**src/rtl/rstv_pkg.sv**
```systemverilog
// rstv_pkg: shared types, constants and register codes for the RC stick to
// velocity mapper. No dependencies.
`timescale 1ns / 1ps

package rstv_pkg;

   localparam int CHAN_BITS     = 11;
   localparam int TOL_BITS      = 8;
   localparam int VEL_BITS      = 32;
   localparam int CSR_ADDR_BITS = 3;
   localparam int CSR_DATA_BITS = 32;

   typedef logic [CHAN_BITS-1:0]       chan_type;
   typedef logic [TOL_BITS-1:0]        tol_type;
   typedef logic signed [VEL_BITS-1:0] vel_type;

   typedef enum logic [CSR_ADDR_BITS-1:0] {
      CSR_CHAN_MIN       = 3'd0,
      CSR_CHAN_MAX       = 3'd1,
      CSR_TOLERANCE      = 3'd2,
      CSR_LINEAR_GAIN    = 3'd3,
      CSR_LINEAR_OFFSET  = 3'd4,
      CSR_ANGULAR_GAIN   = 3'd5,
      CSR_ANGULAR_OFFSET = 3'd6
   } csr_addr_type;

   localparam chan_type RST_CHAN_MIN       = CHAN_BITS'(970);
   localparam chan_type RST_CHAN_MAX       = CHAN_BITS'(1990);
   localparam tol_type  RST_TOLERANCE      = '0;
   localparam vel_type  RST_LINEAR_GAIN    = 32'sd49345;
   localparam vel_type  RST_LINEAR_OFFSET  = -32'sd73030234;
   localparam vel_type  RST_ANGULAR_GAIN   = 32'sd32897;
   localparam vel_type  RST_ANGULAR_OFFSET = -32'sd48686832;

   typedef struct packed {
      chan_type chan_min;
      chan_type chan_max;
      tol_type  tolerance;
      vel_type  linear_gain;
      vel_type  linear_offset;
      vel_type  angular_gain;
      vel_type  angular_offset;
   } cfg_type;

   typedef struct packed {
      chan_type left_vertical;
      chan_type left_horizontal;
      chan_type right_vertical;
      chan_type right_horizontal;
      chan_type left_arm_switch;
      chan_type right_arm_switch;
      chan_type left_mode_switch;
      chan_type right_mode_switch;
   } frame_type;

   typedef enum logic [2:0] {
      SEL_ZERO,
      SEL_LINEAR,
      SEL_ANGULAR,
      SEL_BOTH,
      SEL_HOLD
   } sel_type;

   typedef struct packed {
      sel_type  sel;
      logic     left_active;
      logic     right_active;
      logic     arm_conflict;
      chan_type vert_x;
      chan_type horiz_x;
   } dec_type;

endpackage

```
**src/rtl/rstv_req_if.sv**
```systemverilog
// rstv_req_if: input channel carrying one RC frame of eight pulse widths.
// Depends on rstv_pkg.
`timescale 1ns / 1ps

interface rstv_req_if;
   logic               valid;
   logic               ready;
   rstv_pkg::chan_type left_vertical;
   rstv_pkg::chan_type left_horizontal;
   rstv_pkg::chan_type right_vertical;
   rstv_pkg::chan_type right_horizontal;
   rstv_pkg::chan_type left_arm_switch;
   rstv_pkg::chan_type right_arm_switch;
   rstv_pkg::chan_type left_mode_switch;
   rstv_pkg::chan_type right_mode_switch;

   modport source (
      output valid, left_vertical, left_horizontal, right_vertical, right_horizontal,
             left_arm_switch, right_arm_switch, left_mode_switch, right_mode_switch,
      input  ready
   );
   modport sink (
      input  valid, left_vertical, left_horizontal, right_vertical, right_horizontal,
             left_arm_switch, right_arm_switch, left_mode_switch, right_mode_switch,
      output ready
   );
endinterface

```
**src/rtl/rstv_rsp_if.sv**
```systemverilog
// rstv_rsp_if: result channel carrying velocity commands and arming status.
// Depends on rstv_pkg.
`timescale 1ns / 1ps

interface rstv_rsp_if;
   logic              valid;
   logic              ready;
   rstv_pkg::vel_type linear_velocity;
   rstv_pkg::vel_type angular_velocity;
   logic              left_active;
   logic              right_active;
   logic              arm_conflict;

   modport source (
      output valid, linear_velocity, angular_velocity, left_active, right_active,
             arm_conflict,
      input  ready
   );
   modport sink (
      input  valid, linear_velocity, angular_velocity, left_active, right_active,
             arm_conflict,
      output ready
   );
endinterface

```
**src/rtl/rstv_csr.sv**
```systemverilog
// rstv_csr: configuration register file, write only.
// Depends on rstv_pkg.
`timescale 1ns / 1ps

module rstv_csr (
   input  logic                                clock,
   input  logic                                reset,
   input  logic                                csr_we,
   input  logic [rstv_pkg::CSR_ADDR_BITS-1:0]  csr_addr,
   input  logic [rstv_pkg::CSR_DATA_BITS-1:0]  csr_wdata,
   output rstv_pkg::cfg_type                   cfg
);

   rstv_pkg::cfg_type cfg_ff;
   rstv_pkg::cfg_type cfg_in;

   always_comb begin
      cfg_in = cfg_ff;
      if (csr_we) begin
         unique case (rstv_pkg::csr_addr_type'(csr_addr))
            rstv_pkg::CSR_CHAN_MIN:
               cfg_in.chan_min = csr_wdata[rstv_pkg::CHAN_BITS-1:0];
            rstv_pkg::CSR_CHAN_MAX:
               cfg_in.chan_max = csr_wdata[rstv_pkg::CHAN_BITS-1:0];
            rstv_pkg::CSR_TOLERANCE:
               cfg_in.tolerance = csr_wdata[rstv_pkg::TOL_BITS-1:0];
            rstv_pkg::CSR_LINEAR_GAIN:
               cfg_in.linear_gain = $signed(csr_wdata[rstv_pkg::VEL_BITS-1:0]);
            rstv_pkg::CSR_LINEAR_OFFSET:
               cfg_in.linear_offset = $signed(csr_wdata[rstv_pkg::VEL_BITS-1:0]);
            rstv_pkg::CSR_ANGULAR_GAIN:
               cfg_in.angular_gain = $signed(csr_wdata[rstv_pkg::VEL_BITS-1:0]);
            rstv_pkg::CSR_ANGULAR_OFFSET:
               cfg_in.angular_offset = $signed(csr_wdata[rstv_pkg::VEL_BITS-1:0]);
            default: begin
            end
         endcase
      end
   end

   always_ff @(posedge clock) begin
      if (reset) begin
         cfg_ff.chan_min       <= rstv_pkg::RST_CHAN_MIN;
         cfg_ff.chan_max       <= rstv_pkg::RST_CHAN_MAX;
         cfg_ff.tolerance      <= rstv_pkg::RST_TOLERANCE;
         cfg_ff.linear_gain    <= rstv_pkg::RST_LINEAR_GAIN;
         cfg_ff.linear_offset  <= rstv_pkg::RST_LINEAR_OFFSET;
         cfg_ff.angular_gain   <= rstv_pkg::RST_ANGULAR_GAIN;
         cfg_ff.angular_offset <= rstv_pkg::RST_ANGULAR_OFFSET;
      end else begin
         cfg_ff <= cfg_in;
      end
   end

   assign cfg = cfg_ff;

endmodule

```
**src/rtl/rstv_ctl.sv**
```systemverilog
// rstv_ctl: arming, window and mode decode for one frame.
// Depends on rstv_pkg.
`timescale 1ns / 1ps

module rstv_ctl (
   input  rstv_pkg::frame_type frame,
   input  rstv_pkg::cfg_type   cfg,
   output rstv_pkg::dec_type   dec
);

   localparam int CB = rstv_pkg::CHAN_BITS;

   function automatic logic in_win(rstv_pkg::chan_type x, rstv_pkg::chan_type c,
                                   rstv_pkg::tol_type tol);
      logic signed [CB+1:0] diff;
      logic [CB:0]          mag;
      diff = $signed({2'b00, x}) - $signed({2'b00, c});
      mag  = diff[CB+1] ? (CB+1)'(0) - diff[CB:0] : diff[CB:0];
      return mag <= (CB+1)'(tol);
   endfunction

   logic signed [CB:0] span;
   logic signed [CB:0] half;
   logic signed [CB:0] mid_full;
   rstv_pkg::chan_type mid;
   logic               larm, rarm, conflict, lstart, rstart, len, ren, lact, ract;
   rstv_pkg::chan_type mode;

   always_comb begin
      // (max - min) / 2 rounded toward zero
      span     = $signed({1'b0, cfg.chan_max}) - $signed({1'b0, cfg.chan_min});
      half     = (span + $signed({{CB{1'b0}}, span[CB]})) >>> 1;
      mid_full = $signed({1'b0, cfg.chan_min}) + half;
      mid      = mid_full[CB-1:0];

      larm     = frame.left_arm_switch == cfg.chan_max;
      rarm     = frame.right_arm_switch == cfg.chan_max;
      conflict = larm && rarm;
      lstart   = !conflict && larm;
      rstart   = !conflict && !lstart && rarm;
      len      = in_win(frame.left_vertical, cfg.chan_min, cfg.tolerance)
                 && in_win(frame.left_horizontal, cfg.chan_max, cfg.tolerance);
      ren      = in_win(frame.right_vertical, cfg.chan_min, cfg.tolerance)
                 && in_win(frame.right_horizontal, cfg.chan_min, cfg.tolerance);
      lact     = lstart && len;
      ract     = rstart && ren;
      mode     = lact ? frame.left_mode_switch : frame.right_mode_switch;

      dec.left_active  = lact;
      dec.right_active = ract;
      dec.arm_conflict = conflict;
      dec.vert_x       = lact ? frame.right_vertical : frame.left_vertical;
      dec.horiz_x      = lact ? frame.right_horizontal : frame.left_horizontal;

      // level order decides where levels coincide
      priority if (!(lact || ract)) begin
         dec.sel = rstv_pkg::SEL_ZERO;
      end else if (mode == cfg.chan_max) begin
         dec.sel = rstv_pkg::SEL_LINEAR;
      end else if (mode == mid) begin
         dec.sel = rstv_pkg::SEL_ANGULAR;
      end else if (mode == cfg.chan_min) begin
         dec.sel = rstv_pkg::SEL_BOTH;
      end else begin
         dec.sel = rstv_pkg::SEL_HOLD;
      end
   end

endmodule

```
**src/rtl/rstv_lin.sv**
```systemverilog
// rstv_lin: gain * x + offset with saturation to the signed 32-bit range.
// Depends on rstv_pkg.
`timescale 1ns / 1ps

module rstv_lin (
   input  rstv_pkg::chan_type x,
   input  rstv_pkg::vel_type  gain,
   input  rstv_pkg::vel_type  offset,
   output rstv_pkg::vel_type  y
);

   localparam int VB = rstv_pkg::VEL_BITS;
   localparam int PW = VB + rstv_pkg::CHAN_BITS + 1;

   logic signed [PW-1:0] prod;
   logic signed [PW:0]   sum;
   logic [PW-VB+1:0]     top;

   always_comb begin
      prod = PW'($signed({1'b0, x})) * PW'(gain);
      sum  = (PW+1)'(prod) + (PW+1)'(offset);
      top  = sum[PW:VB-1];
      if ((top == '0) || (top == '1)) begin
         y = sum[VB-1:0];
      end else if (sum[PW]) begin
         y = {1'b1, {(VB-1){1'b0}}};
      end else begin
         y = {1'b0, {(VB-1){1'b1}}};
      end
   end

endmodule

```
**src/rtl/rc_sticks_to_velocity_top.sv**
```systemverilog
// rc_sticks_to_velocity_top: frame input register, decode and mapping logic,
// result register. Depends on rstv_pkg, rstv_req_if, rstv_rsp_if, rstv_csr,
// rstv_ctl, rstv_lin.
//
//   channel | dir | transfer
//   req     | in  | one RC frame, eight pulse widths
//   rsp     | out | linear/angular command, active flags, conflict
//   csr     | in  | register write, index and data, no wait
//
// Two register stages: a frame is captured, then mapped and stored in the
// result register; one frame per cycle sustained while the result stage is
// not stalled by rsp.ready held low.
// Reset clears both stages and the held commands; registers take reset values.
// A stalled result stage backs up into the input stage, which keeps taking a
// frame as long as the following stage can move.
`timescale 1ns / 1ps

module rc_sticks_to_velocity_top (
   input  logic                                clock,
   input  logic                                reset,
   rstv_req_if.sink                            req,
   rstv_rsp_if.source                          rsp,
   input  logic                                csr_we,
   input  logic [rstv_pkg::CSR_ADDR_BITS-1:0]  csr_addr,
   input  logic [rstv_pkg::CSR_DATA_BITS-1:0]  csr_wdata
);

   rstv_pkg::cfg_type   cfg;
   rstv_pkg::frame_type frame_ff;
   rstv_pkg::frame_type frame_in;
   rstv_pkg::dec_type   dec;
   rstv_pkg::vel_type   lin_y, ang_y;
   rstv_pkg::vel_type   held_lin_ff, held_lin_in, held_ang_ff, held_ang_in;
   logic                s1_vld_ff, s1_vld_in;
   logic                out_vld_ff, out_vld_in;
   logic [2:0]          flags_ff, flags_in;
   logic                out_go, s1_go, req_go;

   rstv_csr u_csr (
      .clock     (clock),
      .reset     (reset),
      .csr_we    (csr_we),
      .csr_addr  (csr_addr),
      .csr_wdata (csr_wdata),
      .cfg       (cfg)
   );

   rstv_ctl u_ctl (
      .frame (frame_ff),
      .cfg   (cfg),
      .dec   (dec)
   );

   rstv_lin u_lin_linear (
      .x      (dec.vert_x),
      .gain   (cfg.linear_gain),
      .offset (cfg.linear_offset),
      .y      (lin_y)
   );

   rstv_lin u_lin_angular (
      .x      (dec.horiz_x),
      .gain   (cfg.angular_gain),
      .offset (cfg.angular_offset),
      .y      (ang_y)
   );

   always_comb begin
      out_go     = !out_vld_ff || rsp.ready;
      s1_go      = s1_vld_ff && out_go;
      req_go     = req.valid && req.ready;
      out_vld_in = s1_go ? 1'b1 : (out_vld_ff && !rsp.ready);
      s1_vld_in  = req_go ? 1'b1 : (s1_vld_ff && !s1_go);

      frame_in = req_go ? rstv_pkg::frame_type'{
                             left_vertical:     req.left_vertical,
                             left_horizontal:   req.left_horizontal,
                             right_vertical:    req.right_vertical,
                             right_horizontal:  req.right_horizontal,
                             left_arm_switch:   req.left_arm_switch,
                             right_arm_switch:  req.right_arm_switch,
                             left_mode_switch:  req.left_mode_switch,
                             right_mode_switch: req.right_mode_switch}
                        : frame_ff;

      held_lin_in = held_lin_ff;
      held_ang_in = held_ang_ff;
      flags_in    = flags_ff;
      if (s1_go) begin
         flags_in = {dec.left_active, dec.right_active, dec.arm_conflict};
         unique case (dec.sel)
            rstv_pkg::SEL_ZERO: begin
               held_lin_in = '0;
               held_ang_in = '0;
            end
            rstv_pkg::SEL_LINEAR: begin
               held_lin_in = lin_y;
               held_ang_in = '0;
            end
            rstv_pkg::SEL_ANGULAR: begin
               held_lin_in = '0;
               held_ang_in = ang_y;
            end
            rstv_pkg::SEL_BOTH: begin
               held_lin_in = lin_y;
               held_ang_in = ang_y;
            end
            default: begin
            end
         endcase
      end
   end

   always_ff @(posedge clock) begin
      if (reset) begin
         s1_vld_ff   <= 1'b0;
         out_vld_ff  <= 1'b0;
         held_lin_ff <= '0;
         held_ang_ff <= '0;
      end else begin
         s1_vld_ff   <= s1_vld_in;
         out_vld_ff  <= out_vld_in;
         held_lin_ff <= held_lin_in;
         held_ang_ff <= held_ang_in;
      end
   end

   always_ff @(posedge clock) begin
      frame_ff <= frame_in;
      flags_ff <= flags_in;
   end

   assign req.ready            = !s1_vld_ff || out_go;
   assign rsp.valid            = out_vld_ff;
   assign rsp.linear_velocity  = held_lin_ff;
   assign rsp.angular_velocity = held_ang_ff;
   assign rsp.left_active      = flags_ff[2];
   assign rsp.right_active     = flags_ff[1];
   assign rsp.arm_conflict     = flags_ff[0];

`ifndef NO_ASSERTIONS
   a_conflict_zero: assert property (@(posedge clock) disable iff (reset)
      rsp.valid && rsp.arm_conflict |-> rsp.linear_velocity == '0
                                        && rsp.angular_velocity == '0)
      else $error("conflict result carries nonzero command");

   a_one_side: assert property (@(posedge clock) disable iff (reset)
      rsp.valid |-> $countones({rsp.left_active, rsp.right_active, rsp.arm_conflict}) <= 1)
      else $error("more than one arming status set");

   a_idle_zero: assert property (@(posedge clock) disable iff (reset)
      rsp.valid && !rsp.left_active && !rsp.right_active
      |-> rsp.linear_velocity == '0 && rsp.angular_velocity == '0)
      else $error("inactive result carries nonzero command");

   a_backpressure: assert property (@(posedge clock) disable iff (reset)
      s1_vld_ff && out_vld_ff && !rsp.ready |-> !req.ready)
      else $error("input taken while both stages are blocked");
`endif

endmodule
```
**src/flat_wrapper.sv**
```systemverilog
// flat-port wrapper written by rule: the top's interface ports become plain ports
module rc_sticks_to_velocity_top_flat 
  (clock, reset, csr_we, csr_addr, csr_wdata, req_valid, req_left_vertical, req_left_horizontal, req_right_vertical, req_right_horizontal, req_left_arm_switch, req_right_arm_switch, req_left_mode_switch, req_right_mode_switch, req_ready, rsp_valid, rsp_linear_velocity, rsp_angular_velocity, rsp_left_active, rsp_right_active, rsp_arm_conflict, rsp_ready);
  rstv_req_if req_i ();
  rstv_rsp_if rsp_i ();
  input  logic clock;
  input  logic reset;
  input  logic csr_we;
  input  logic [rstv_pkg::CSR_ADDR_BITS-1:0] csr_addr;
  input  logic [rstv_pkg::CSR_DATA_BITS-1:0] csr_wdata;
  input wire logic [$bits(req_i.valid)-1:0] req_valid;
  input wire logic [$bits(req_i.left_vertical)-1:0] req_left_vertical;
  input wire logic [$bits(req_i.left_horizontal)-1:0] req_left_horizontal;
  input wire logic [$bits(req_i.right_vertical)-1:0] req_right_vertical;
  input wire logic [$bits(req_i.right_horizontal)-1:0] req_right_horizontal;
  input wire logic [$bits(req_i.left_arm_switch)-1:0] req_left_arm_switch;
  input wire logic [$bits(req_i.right_arm_switch)-1:0] req_right_arm_switch;
  input wire logic [$bits(req_i.left_mode_switch)-1:0] req_left_mode_switch;
  input wire logic [$bits(req_i.right_mode_switch)-1:0] req_right_mode_switch;
  output wire logic [$bits(req_i.ready)-1:0] req_ready;
  output wire logic [$bits(rsp_i.valid)-1:0] rsp_valid;
  output wire logic [$bits(rsp_i.linear_velocity)-1:0] rsp_linear_velocity;
  output wire logic [$bits(rsp_i.angular_velocity)-1:0] rsp_angular_velocity;
  output wire logic [$bits(rsp_i.left_active)-1:0] rsp_left_active;
  output wire logic [$bits(rsp_i.right_active)-1:0] rsp_right_active;
  output wire logic [$bits(rsp_i.arm_conflict)-1:0] rsp_arm_conflict;
  input wire logic [$bits(rsp_i.ready)-1:0] rsp_ready;
  assign req_i.valid = req_valid;
  assign req_i.left_vertical = req_left_vertical;
  assign req_i.left_horizontal = req_left_horizontal;
  assign req_i.right_vertical = req_right_vertical;
  assign req_i.right_horizontal = req_right_horizontal;
  assign req_i.left_arm_switch = req_left_arm_switch;
  assign req_i.right_arm_switch = req_right_arm_switch;
  assign req_i.left_mode_switch = req_left_mode_switch;
  assign req_i.right_mode_switch = req_right_mode_switch;
  assign req_ready = req_i.ready;
  assign rsp_valid = rsp_i.valid;
  assign rsp_linear_velocity = rsp_i.linear_velocity;
  assign rsp_angular_velocity = rsp_i.angular_velocity;
  assign rsp_left_active = rsp_i.left_active;
  assign rsp_right_active = rsp_i.right_active;
  assign rsp_arm_conflict = rsp_i.arm_conflict;
  assign rsp_i.ready = rsp_ready;
  rc_sticks_to_velocity_top u_core (.clock(clock), .reset(reset), .req(req_i), .rsp(rsp_i), .csr_we(csr_we), .csr_addr(csr_addr), .csr_wdata(csr_wdata));
endmodule
```
**config.mk**
```make
export PLATFORM = sky130hd
export DESIGN_NAME = rc_sticks_to_velocity_top_flat
export DESIGN_NICKNAME = d
export VERILOG_FILES = /design/src/rtl/rstv_pkg.sv /design/src/rtl/rstv_req_if.sv /design/src/rtl/rstv_rsp_if.sv /design/src/rtl/rstv_csr.sv /design/src/rtl/rstv_ctl.sv /design/src/rtl/rstv_lin.sv /design/src/rtl/rc_sticks_to_velocity_top.sv /design/src/flat_wrapper.sv
export SDC_FILE = /design/constraint.sdc
export NUM_CORES = 2
export LEC_CHECK = 0
export BUFFER_PORTS_ARGS = -buffer_cell sky130_fd_sc_hd__clkbuf_2
export CAP_MARGIN = 15
export CORE_ASPECT_RATIO = 0.9
export CORE_MARGIN = 1
export CORE_UTILIZATION = 65
export DETAILED_ROUTE_END_ITERATION = 16
export GPL_TIMING_DRIVEN = 1
export PLACE_DENSITY = 0.83
export RECOVER_POWER = 100
export SYNTH_ARGS = -nofsm -noshare
export SYNTH_HDL_FRONTEND = slang
export SYNTH_SLANG_ARGS = --single-unit
export TNS_END_PERCENT = 50
```
**constraint.sdc**
```tcl
create_clock -name clock -period 23.8 [get_ports clock]
set_input_delay 4.76 -clock clock [delete_from_list [all_inputs] [get_ports clock]]
set_output_delay 4.76 -clock clock [all_outputs]
set_load 0.1 [all_outputs]
```
==> results.toml <==
[critical_path]
critPathLaunchType = "register"
cp_max_fo = 32
slowest_delay_ns = 1.51
r2r.worst_path.cells = 44
crit_slowest_cell = "and3_1"
reg2reg_to = "u_core.rsp.angular_velocity[0]$_SDFFE_PP0P_"
crit_path_end_kind = "register"
cpMostUsedCell = "fa_1"
r2r_slack_ns = 8.55
crit_type = "reg -> reg"
critPathArrivalTime_ns = 15.61
reg2reg_from = "u_core.u_csr.cfg[148]$_SDFFE_PP1P_"
critPathRequiredTime_ns = 24.17

[floorplan]
start_util_pct = 65.80
rows = 91
die_area_um2 = 70560
io_pins = 197
die_h_um = 252.1
core_area_um2 = 68660
die_w_um = 279.9

[yosys]
synth_edf_count = 91
synth_area_per_cell_um2 = 8.685
synth_nets = 6320
yosysWarningCount = 0
ys.flop_type = "dfxtp_1"
synthDistinctLibCells = 96
netlist_area_um2 = 45180
synthArstFlopShare_pct = 0
synth_seq_cells = 315
yosysSeqAreaShare_pct = 15.97
synthCells = 5202

[worst_hold_path]
holdPathEnd = "u_core.u_csr.cfg[131]$_SDFFE_PP0P_"
hold_depth = 2
hold_path_class = "reg -> reg"
holdCritStartpoint = "u_core.u_csr.cfg[131]$_SDFFE_PP0P_"

[clock_network]
clock_latency_ns = 0.58
cts_tree = "built"
cts_resized = 0
holdBufCountCts = 0
cts_num_sinks = 315
htreeDepth = 2
cts_made_buffers = 37
ctsLongestPathBuffers = 3
post_cts_buffers = 0
clkTransAtPathRegs_ns = 0.06
cts-root-buf = "clkbuf_16"

[timing]
fin_crit_sh_pct = 64.06
min_period_ns = 15.25
finalHoldViolCount = 0
setup-violations-final = 0
final-max-slew-violation-count = 371
finClkSkew_ns = 0.02685
fmax_mhz = 65.59
rsz0062_at_grt = "no"
relSlewSlack_pct = -177.1
worst_slack_ns = 8.555
tns_ns = 0
timing.hold.ws_ns = 0.4547
worst_pin_slew_ns = 4.157

[placement]
gp_congestion = 0.9992
dp_cells = 6111
hpwl_mm = 92.91
dp_slack_ns = 10.29
io_buffer_count = 196

[detailed_routing]
wirelength_mm = 117.0
drt_first_pass_iters = 6
routed_via_density = 5.781
wl_per_cell_um = 18.92
ant_nets = 0
drc = 0
via_count = 35750
drt_iter0_drc = 2944

[layout]
area_growth_pct = 5.520
drive_above_1_share_pct = 5.241
fin_nets = 6338
fin_cells = 6185

[power]
ir_worst_vdd_v = 0.00005647
power_density_nw_per_um2 = 55.64
totalPowerFinal_mw = 2.652
p_leak_nw = 22.37

[outcome]
violations = "capacitance limit, slew limit"
status = "finished, violations left"

[global_routing]
grtUsageTotal_pct = 33.79
grt-ovfl-total = 0
antenna_found_initial = 10
grt_pass1_vias = 36030
grt_first_pass_wirelength_mm = 188.5
grt_max_degree = 95

[job]
maxCapViolCount = 7
==> worst max path at each step <==
stage                                       start                                      endpoint  slack [ns]  cells past startpoint
4_1_cts        u_core.u_csr.cfg[148]$_SDFFE_PP1P_   u_core.rsp.linear_velocity[27]$_SDFFE_PP0P_       10.24                     45
6_report       u_core.u_csr.cfg[148]$_SDFFE_PP1P_   u_core.rsp.angular_velocity[0]$_SDFFE_PP0P_        8.55                     44
5_1_grt        u_core.u_csr.cfg[148]$_SDFFE_PP1P_   u_core.rsp.angular_velocity[0]$_SDFFE_PP0P_        7.68                     44
2_1_floorplan       u_core.frame_ff[66]$_DFFE_PP_  u_core.rsp.angular_velocity[29]$_SDFFE_PP0P_       12.54                     48
3_5_place_dp   u_core.u_csr.cfg[148]$_SDFFE_PP1P_    u_core.rsp.linear_velocity[8]$_SDFFE_PP0P_       10.29                     45
3_3_place_gp   u_core.u_csr.cfg[148]$_SDFFE_PP1P_   u_core.rsp.linear_velocity[30]$_SDFFE_PP0P_       10.72                     45
==> per-layer routing <==
| layer | vias up | GRT usage, % | wire length [um] |
|---|---|---|---|
| met4 | 4 | 10.94 | 3701 |
| met3 | 268 | 8.310 | 11880 |
| met1 | 17610 | 44.97 | 47980 |
| met2 | 1545 | 54.23 | 53340 |
| li1 | 16330 | - | - |
| met5 | - | 1.317 | 139 |
==> metrics by stage <==
step           cell area, um2  utilization, %
2_1_floorplan           45180               -
5_1_grt                 47660           69.42
3_3_place_gp            46610           67.89
6_report                47670           69.43
3_5_place_dp            46610           67.89
4_1_cts                 47800           69.63
==> power breakdown <==
group,total (mW),switching (mW),internal [mW]
clock,0.582,0.255,0.327
sequential,0.595,0.0245,0.570
combinational,1.48,0.892,0.583
==> cell families after synthesis <==
| logic type | synth area share (%) |
|---|---|
| fa+ha+maj | 38.85 |
| mux | 0.8862 |
| compound gates | 11.00 |
| xor+xnor | 4.149 |
| buf+inv | 10.86 |
| simple gates | 18.28 |
| flops | 15.97 |
==> layout make-up <==
cell class | count | area (um2)
timing repair buffer | 227 | 1081
clock buffer | 46 | 1012
clock inverter | 20 | 180.2
inverter | 1030 | 3866
fill | 5341 | 20990
sequential | 315 | 7217
antenna | 8 | 20.02
multi-input combinational | 3609 | 33130
tap | 930 | 1164
==> cell usage after synthesis, drive strengths merged, types with 7 or more instances <==
cell / number / area share [%]
nand4: 25 / 0.35
a21oi: 245 / 2.7
a31oi: 14 / 0.21
o21ai: 151 / 1.7
nor2: 181 / 1.5
nand2: 611 / 5.1
inv: 1030 / 8.6
nor3b: 11 / 0.18
or3: 12 / 0.17
nor4: 22 / 0.37
and2: 111 / 1.5
o2bb2ai: 33 / 0.93
buf: 29 / 0.47
and3: 21 / 0.29
xnor2: 124 / 2.4
a22oi: 7 / 0.12
ha: 302 / 8.4
and4: 8 / 0.16
nand2b: 50 / 0.73
mux2i: 22 / 0.49
a21o: 64 / 1.1
a211o: 33 / 0.64
fa: 688 / 30
a32oi: 30 / 0.58
nand3: 75 / 0.83
clkbuf: 217 / 1.8
xor2: 90 / 1.7
or2: 8 / 0.11
o31ai: 9 / 0.16
edfxtp: 91 / 6.0
o21a: 24 / 0.40
nor2b: 397 / 5.5
nand3b: 31 / 0.52
nor3: 38 / 0.44
a211oi: 14 / 0.24
a2111oi: 7 / 0.14
a21boi: 10 / 0.17
o21bai: 18 / 0.30
o22ai: 10 / 0.14
mux2: 16 / 0.40
o41ai: 7 / 0.15
dfxtp: 224 / 9.9
==> flip-flops by register name (all words and copies together), names as in the netlist <==
name and flops:
u_core.rsp.valid 1, u_core.s1_vld_ff 1, u_core.rsp.angular_velocity 32, u_core.u_csr.cfg 158, u_core.rsp.linear_velocity 32, u_core.frame_ff 88
u_core.flags_ff 3
==> layout by cell type (no fill, tap or decap), types with 48 or more instances in the layout <==
master | netlist | layout
nor2b_1 | 397 | 397
inv_1 | 1030 | 1030
and2_1 | 111 | 110
nand2b_1 | 48 | 48
ha_1 | 302 | 302
xor2_1 | 90 | 90
nand2_1 | 611 | 611
clkbuf_2 | 0 | 114
clkbuf_1 | 217 | 96
fa_1 | 688 | 688
a21oi_1 | 242 | 238
edfxtp_1 | 91 | 91
dfxtp_1 | 224 | 224
a21o_1 | 64 | 64
o21ai_0 | 116 | 147
xnor2_1 | 124 | 124
nand3_1 | 75 | 75
nor2_1 | 180 | 178
==> worst max-delay path: cells and delay by family (launching register included) <==
kind,cells,cell delay [ns]
AND/OR/NAND/NOR,15,4.46
adder cells (fa/ha/maj),8,3.62
AO/OA/AOI/OAI,11,2.43
buffers and inverters,6,2.08
multiplexers,1,1.18
XOR/XNOR,3,0.76
flip-flops,1,0.46
Power figures use the tool's default switching activity.
